### src/acfp_pkg.sv
// acfp_pkg: constants, result beat type and hex decode for the ascii can frame parser
// depends on nothing; used by ascii_can_frame_parser_core
package acfp_pkg;

   // payload limit in bytes, 1..8
   localparam int MaxPayloadBytes = 8;
   // data bytes carried by a result beat, fixed by the port list
   localparam int StoreDepth = 8;
   localparam int StoreIdxW = $clog2(StoreDepth);
   localparam int IdDigits = 8;
   localparam logic [3:0] ID_DIGITS = 4'(IdDigits);
   localparam logic [4:0] NIBBLE_LIMIT = 5'(2 * MaxPayloadBytes);

   // framing characters
   localparam logic [7:0] CHAR_COLON = 8'h3a;
   localparam logic [7:0] CHAR_X_UP = 8'h58;
   localparam logic [7:0] CHAR_X_LO = 8'h78;
   localparam logic [7:0] CHAR_N_UP = 8'h4e;
   localparam logic [7:0] CHAR_N_LO = 8'h6e;
   localparam logic [7:0] CHAR_SEMI = 8'h3b;

   typedef struct packed {
      logic        ok;
      logic [3:0]  value;
   } hex_type;

   typedef struct packed {
      logic [31:0]                 frame_id;
      logic [3:0]                  byte_count;
      logic [StoreDepth-1:0][7:0]  data;
   } rsp_type;

   // ascii hex digit, either case
   function automatic hex_type hex_decode(input logic [7:0] c);
      hex_type h;
      h.ok = 1'b1;
      h.value = 4'h0;
      if (c >= 8'h30 && c <= 8'h39) begin
         h.value = 4'(c - 8'h30);
      end else if (c >= 8'h41 && c <= 8'h46) begin
         h.value = 4'(c - 8'h37);
      end else if (c >= 8'h61 && c <= 8'h66) begin
         h.value = 4'(c - 8'h57);
      end else begin
         h.ok = 1'b0;
      end
      return h;
   endfunction

endpackage

### src/ascii_can_frame_parser_core.sv
// ascii_can_frame_parser_core: extended can frame recognizer for ascii text streams
// depends on acfp_pkg for constants, the result beat type and hex decode
//
// usage:
//   req channel: one ascii character per beat (req_char_in), taken at an edge with
//   req_valid high and req_stall low
//   rsp channel: one beat per complete frame ":X<8 hex id>N<0..16 hex data>;"
//   carrying the identifier, byte count and eight data bytes (unused bytes zero)
//   malformed characters drop the frame silently, no beat is produced
// result: the beat built on an accepted ';' is registered into the result register,
//   or into the skid stage when the result register is held by rsp_stall
// throughput: one character per cycle while req_stall is low
// stall: the result register is backed by a one-beat skid stage, so characters keep
//   flowing while a result waits; req_stall rises only when the skid stage is also
//   full, and drops as soon as the receiver takes a beat
// reset: synchronous, active high; parser returns to idle and both result slots
//   empty; the payload byte store is not cleared, only bytes written in the
//   current frame are ever read
module ascii_can_frame_parser_core (
   input  logic        clock,
   input  logic        reset,
   input  logic        req_valid,
   output logic        req_stall,
   input  logic [7:0]  req_char_in,
   output logic        rsp_valid,
   input  logic        rsp_stall,
   output logic [31:0] rsp_frame_id,
   output logic [3:0]  rsp_byte_count,
   output logic [7:0]  rsp_data_byte0,
   output logic [7:0]  rsp_data_byte1,
   output logic [7:0]  rsp_data_byte2,
   output logic [7:0]  rsp_data_byte3,
   output logic [7:0]  rsp_data_byte4,
   output logic [7:0]  rsp_data_byte5,
   output logic [7:0]  rsp_data_byte6,
   output logic [7:0]  rsp_data_byte7
);

   // parse phases
   localparam logic [1:0] PH_IDLE  = 2'd0;
   localparam logic [1:0] PH_COLON = 2'd1;
   localparam logic [1:0] PH_ID    = 2'd2;
   localparam logic [1:0] PH_DATA  = 2'd3;

   // parser state
   logic [1:0]  phase_ff, phase_in;
   logic [3:0]  id_count_ff, id_count_in;
   logic [31:0] id_accum_ff, id_accum_in;
   logic        id_bad_ff, id_bad_in;
   logic [4:0]  nibble_ff, nibble_in;

   // payload byte store, no reset
   logic [7:0]  store_ff [acfp_pkg::StoreDepth];
   logic        store_we;
   logic [acfp_pkg::StoreIdxW-1:0] store_idx;
   logic [7:0]  store_wdata;

   // result register and skid stage
   logic                 out_valid_ff, out_valid_in;
   acfp_pkg::rsp_type    out_ff, out_in;
   logic                 skid_valid_ff, skid_valid_in;
   acfp_pkg::rsp_type    skid_ff, skid_in;

   logic                 accept;
   logic                 emit;
   acfp_pkg::rsp_type    result;
   acfp_pkg::hex_type    hex;
   logic [3:0]           nbytes;

   assign req_stall = skid_valid_ff;
   assign accept    = req_valid && !skid_valid_ff;
   assign hex       = acfp_pkg::hex_decode(req_char_in);
   assign store_idx = nibble_ff[acfp_pkg::StoreIdxW:1];
   assign nbytes    = nibble_ff[4:1];

   // result beat built from the current state; only used when emit is set
   always_comb begin
      result.frame_id   = id_accum_ff;
      result.byte_count = nbytes;
      for (int k = 0; k < acfp_pkg::StoreDepth; k++) begin
         result.data[k] = (4'(k) < nbytes) ? store_ff[k] : 8'h00;
      end
   end

   // per-character parse step
   always_comb begin
      phase_in    = phase_ff;
      id_count_in = id_count_ff;
      id_accum_in = id_accum_ff;
      id_bad_in   = id_bad_ff;
      nibble_in   = nibble_ff;
      store_we    = 1'b0;
      store_wdata = {hex.value, 4'h0};
      emit        = 1'b0;
      if (accept) begin
         unique case (phase_ff)
            PH_IDLE: begin
               phase_in = (req_char_in == acfp_pkg::CHAR_COLON) ? PH_COLON : PH_IDLE;
            end
            PH_COLON: begin
               if (req_char_in == acfp_pkg::CHAR_X_UP || req_char_in == acfp_pkg::CHAR_X_LO) begin
                  phase_in    = PH_ID;
                  id_count_in = 4'd0;
                  id_accum_in = 32'h0;
                  id_bad_in   = 1'b0;
                  nibble_in   = 5'd0;
               end else begin
                  phase_in = (req_char_in == acfp_pkg::CHAR_COLON) ? PH_COLON : PH_IDLE;
               end
            end
            PH_ID: begin
               if (id_count_ff < acfp_pkg::ID_DIGITS) begin
                  // non-hex digit marks the id bad and shifts in a zero nibble
                  id_accum_in = {id_accum_ff[27:0], hex.ok ? hex.value : 4'h0};
                  id_bad_in   = id_bad_ff | !hex.ok;
                  id_count_in = id_count_ff + 4'd1;
               end else if (req_char_in == acfp_pkg::CHAR_N_UP ||
                            req_char_in == acfp_pkg::CHAR_N_LO) begin
                  phase_in = PH_DATA;
               end else begin
                  phase_in    = PH_IDLE;
                  id_count_in = 4'd0;
                  nibble_in   = 5'd0;
               end
            end
            PH_DATA: begin
               if (req_char_in == acfp_pkg::CHAR_SEMI) begin
                  // frame closes here either way
                  emit = !nibble_ff[0] && !id_bad_ff && (id_count_ff == acfp_pkg::ID_DIGITS);
                  phase_in    = PH_IDLE;
                  id_count_in = 4'd0;
                  nibble_in   = 5'd0;
               end else if (nibble_ff >= acfp_pkg::NIBBLE_LIMIT || !hex.ok) begin
                  phase_in    = PH_IDLE;
                  id_count_in = 4'd0;
                  nibble_in   = 5'd0;
               end else begin
                  // high nibble opens a byte, low nibble fills it
                  store_we    = 1'b1;
                  store_wdata = nibble_ff[0] ? (store_ff[store_idx] | {4'h0, hex.value})
                                             : {hex.value, 4'h0};
                  nibble_in   = nibble_ff + 5'd1;
               end
            end
            default: begin
               phase_in = PH_IDLE;
            end
         endcase
      end
   end

   // result register with skid stage behind it
   always_comb begin
      out_valid_in  = out_valid_ff;
      out_in        = out_ff;
      skid_valid_in = skid_valid_ff;
      skid_in       = skid_ff;
      if (!out_valid_ff || !rsp_stall) begin
         if (skid_valid_ff) begin
            out_valid_in  = 1'b1;
            out_in        = skid_ff;
            skid_valid_in = 1'b0;
         end else begin
            out_valid_in = emit;
            if (emit) begin
               out_in = result;
            end
         end
      end else if (emit) begin
         skid_valid_in = 1'b1;
         skid_in       = result;
      end
   end

   always_ff @(posedge clock) begin
      if (reset) begin
         phase_ff      <= PH_IDLE;
         id_count_ff   <= 4'd0;
         id_accum_ff   <= 32'h0;
         id_bad_ff     <= 1'b0;
         nibble_ff     <= 5'd0;
         out_valid_ff  <= 1'b0;
         skid_valid_ff <= 1'b0;
      end else begin
         phase_ff      <= phase_in;
         id_count_ff   <= id_count_in;
         id_accum_ff   <= id_accum_in;
         id_bad_ff     <= id_bad_in;
         nibble_ff     <= nibble_in;
         out_valid_ff  <= out_valid_in;
         skid_valid_ff <= skid_valid_in;
      end
   end

   always_ff @(posedge clock) begin
      out_ff  <= out_in;
      skid_ff <= skid_in;
      if (store_we) begin
         store_ff[store_idx] <= store_wdata;
      end
   end

   assign rsp_valid      = out_valid_ff;
   assign rsp_frame_id   = out_ff.frame_id;
   assign rsp_byte_count = out_ff.byte_count;
   assign rsp_data_byte0 = out_ff.data[0];
   assign rsp_data_byte1 = out_ff.data[1];
   assign rsp_data_byte2 = out_ff.data[2];
   assign rsp_data_byte3 = out_ff.data[3];
   assign rsp_data_byte4 = out_ff.data[4];
   assign rsp_data_byte5 = out_ff.data[5];
   assign rsp_data_byte6 = out_ff.data[6];
   assign rsp_data_byte7 = out_ff.data[7];

   // skid stage only fills behind a held result
   a_skid_behind_out: assert property (@(posedge clock) disable iff (reset)
      skid_valid_ff |-> out_valid_ff)
      else $error("skid stage full while result register empty");

   // data phase is only reached with a complete identifier
   a_data_after_id: assert property (@(posedge clock) disable iff (reset)
      (phase_ff == PH_DATA) |-> (id_count_ff == acfp_pkg::ID_DIGITS))
      else $error("data phase entered with short identifier");

   // nibble count never passes the payload limit
   a_nibble_limit: assert property (@(posedge clock) disable iff (reset)
      nibble_ff <= acfp_pkg::NIBBLE_LIMIT)
      else $error("nibble count beyond payload limit");

   // a result beat never claims more bytes than the payload limit
   a_count_limit: assert property (@(posedge clock) disable iff (reset)
      rsp_valid |-> (rsp_byte_count <= 4'(acfp_pkg::MaxPayloadBytes)))
      else $error("byte count beyond payload limit");

endmodule

### config.mk
export PLATFORM = sky130hd
export DESIGN_NAME = ascii_can_frame_parser_core
export DESIGN_NICKNAME = d
export VERILOG_FILES = /design/src/acfp_pkg.sv /design/src/ascii_can_frame_parser_core.sv
export SDC_FILE = /design/constraint.sdc
export NUM_CORES = 1
export LEC_CHECK = 0
export ABC_AREA = 1
export BUFFER_PORTS_ARGS = -buffer_cell sky130_fd_sc_hd__buf_2
export CORE_UTILIZATION = 50
export DETAILED_ROUTE_END_ITERATION = 8
export PLACE_DENSITY_LB_ADDON = 0.1
export SYNTH_ARGS = -nofsm -noshare
export SYNTH_HDL_FRONTEND = slang
export SYNTH_SLANG_ARGS = --single-unit
### constraint.sdc
create_clock -name clock -period 14.55 [get_ports clock]
set_clock_uncertainty 0.15 [all_clocks]
set_input_delay 2.91 -clock clock [delete_from_list [all_inputs] [get_ports clock]]
set_output_delay 2.91 -clock clock [all_outputs]
set_load 0.01 [all_outputs]
==> metrics.cfg <==
[global_route]
grt_max_degree=90
antenna_found_initial=0
grt_use_total_pct=20.9
grt_pass1_wl_mm=42.6
first_global_vias=7861
grt-ovfl-total=0

[worst_setup_path]
worstReg2RegEnd=skid_ff[7]$_DFFE_PP_
crit_arrival_ns=5.50
critical_path.endpoint_type=register
worst-path-max-fanout=64
critPathLaunch=req_char_in[0]
reg2reg_depth=6
r2r_setup_slack_ns=11.12
rr_startpoint=req_stall$_SDFFE_PP0P_
worstSetupPathType=in -> reg
cp-start-kind=input port
required_ns=14.53
worstSetupEndpoint=skid_ff[7]$_DFFE_PP_

[route]
vias=8325
drt_pass1_iterations=5
wl_met2_mm=11.5
wl_met3_mm=1.67
ant_nets=0
drc=0
dr.first_iter.drc_count=725
top_layer_used=met4
viasPerCell=5.05
wire_per_inst_um=16.2
drt_wl_total_mm=26.7
wl_met1_mm=13.0

[timing]
drv_slew=0
min_period_ns=5.53
setup_slack_ns=9.02
finalCritPeriodShare_pct=38.0
whs_ns=0.309
rsz0062_at_grt=false
fmax_mhz=181
setup_viol=0
max_slew_margin_pct=26.1
setup_tns_ns=0
finalHoldViolations=0
tightest_slew_ns=1.10

[placed_design]
dp_hpwl_mm=17.2
gp_congestion=0.876
dp_slack_ns=8.49
portBuffers=113

[die]
placementRows=58
die_h_um=162
core-area_sq_um=25100
die_area_sq_um=26100
start_util_pct=50.8
io_pins=114
dieWidth_um=162

[logic_synthesis]
syn_nets=1204
ys_warn_count=0
yosysSeqAreaShare_pct=69.9
synthDistinctLibCells=33
synth_edf_count=264
synthArstFlopShare_pct=0
synth_area_per_cell_sq_um=10.8
synth_area_sq_um=12700
synth_flop_cell=edfxtp_1
synthCells=1185
ys_seq_elements=313

[pwr]
p_sw_share_pct=19.9
power_per_cell_area_nw_per_um2=122
p_total_uw=1790
combPwrFrac_pct=1.0
power_switching_uw=356
ir_drop_mv=0.0839
clockPowerShare_pct=45.4
seqPwrFrac_pct=53.6
power_report.internal_total_uw=1430
p_leak_uw=0.00613

[cts]
cts_resized=0
clk_pin_slew_ns=0.06
cts_tree=built
hold_buffers=0
cts_root_buf=clkbuf_16
cts_buffers=34
htreeDepth=2
cts_setup_buffers=0
cts_buffer_depth=3
insertion_delay_ns=0.52
clock-sinks=313

[layout]
drive_above_1_share_pct=15.9
n_antenna_cell=0
nets=1312
area_growth_pct=14.7
final_util_pct=58.2

[worst_hold_path]
holdCritPathClass=reg -> reg

[job]
cap_violations=0

[status]
status=complete, no violations

-- synthesized netlist by cell type, types with 7 or more instances --
library cell / n / area share (%)
inv_1: 99 / 2.9
a21oi_1: 80 / 3.1
nor2_2: 7 / 0.34
nand3_1: 13 / 0.51
clkbuf_1: 26 / 0.77
ha_1: 7 / 0.69
dfxtp_1: 49 / 7.7
edfxtp_1: 264 / 62
nand2_1: 397 / 12
nor2_1: 104 / 3.1
o21ai_0: 67 / 2.6
buf_2: 9 / 0.35
-- stage by stage --
| step | cells | instance area (sq um) |
|---|---|---|
| finish | 1649 | 14600 |
| global route | 1649 | 14600 |
| CTS | 1649 | 14600 |
| detailed placement | 1587 | 13600 |
| global placement | 1587 | 13600 |
| floorplan | 1185 | 12700 |
-- per-layer routing --
metal  vias up  global-route usage, %
met2       267                   30.7
met1      3876                   32.4
met5         -                      0
li1       4137                      -
met4         0                   5.87
met3        45                   3.06
-- worst min-delay path by stage --
stage	slack, ns	to	cells after the start	startpoint
floorplan	0.25	skid_ff[65]$_DFFE_PP_	0	nibble_ff[2]$_SDFFE_PP0P_
global placement	0.29	skid_ff[98]$_DFFE_PP_	0	id_accum_ff[30]$_SDFFE_PP0P_
detailed placement	0.30	skid_ff[98]$_DFFE_PP_	0	id_accum_ff[30]$_SDFFE_PP0P_
CTS	0.31	skid_ff[98]$_DFFE_PP_	0	id_accum_ff[30]$_SDFFE_PP0P_
global route	0.33	skid_ff[98]$_DFFE_PP_	0	id_accum_ff[30]$_SDFFE_PP0P_
finish	0.31	skid_ff[96]$_DFFE_PP_	0	id_accum_ff[28]$_SDFFE_PP0P_
-- power by group through the flow --
stage	clock (uW)	sequential (uW)	combinational (uW)
2_1_floorplan	0	979	11.8
3_3_place_gp	0	979	17.4
3_5_place_dp	0	979	17.9
4_1_cts	826	960	17.9
5_1_grt	865	959	20.0
6_report	813	960	17.9
-- logic make-up (layout without fill, tap and decap cells) --
family                   Yosys count  count (layout)  synth area share [%]
flip-flops                       313             313                  69.9
buffers and inverters            155             289                  5.02
AO/OA/AOI/OAI                    152             152                  6.06
adder cells (fa/ha/maj)            7               7                 0.687
AND/OR/NAND/NOR                  558             558                  18.3
-- flip-flops by register name (all words and copies together) (netlist names), named ones only --
register and cells:
id_count_ff 4, id_bad_ff 1, rsp_valid 1, rsp_data_byte3 8, rsp_data_byte0 8, phase_ff 2, rsp_data_byte1 8, rsp_data_byte7 8
req_stall 1, rsp_data_byte5 8, id_accum_ff 32, rsp_byte_count 4, nibble_ff 5, skid_ff 100, rsp_frame_id 32, store_ff 64
rsp_data_byte6 8, rsp_data_byte4 8, rsp_data_byte2 8
-- layout by cell type, fill, tap and decap left out, types with 2 or more instances in the layout --
cell / instances
a21oi_1: 80
buf_2: 113
buf_4: 7
clkbuf_1: 11
clkbuf_16: 35
clkinv_1: 5
clkinv_2: 5
clkinv_8: 2
dfxtp_1: 48
edfxtp_1: 264
ha_1: 7
inv_1: 99
inv_2: 6
inv_4: 2
nand2_1: 397
nand2_2: 6
nand2_4: 5
nand3_1: 13
nand3_2: 4
nand4_1: 6
nor2_1: 103
nor2_2: 7
nor2_4: 4
nor3_1: 3
nor3_2: 4
o21a_1: 3
o21ai_0: 67
-- area by class of cell --
type	count	area (sq um)
Tap cell	330	413
Sequential cell	313	8910
Clock inverter	15	123
Inverter	107	407
Timing Repair Buffer	120	618
Multi-Input combinational cell	717	3210
Clock buffer	47	931
Fill cell	2186	10500
-- critical path, stage by stage --
cell and delay (ns):
buf_2 0.13, ha_1 0.19, nand2_1 0.07, nor2_2 0.18, nand4_1 0.29, nor2_4 0.87, buf_4 0.81
No activity file was read; power rests on OpenSTA's default activity.
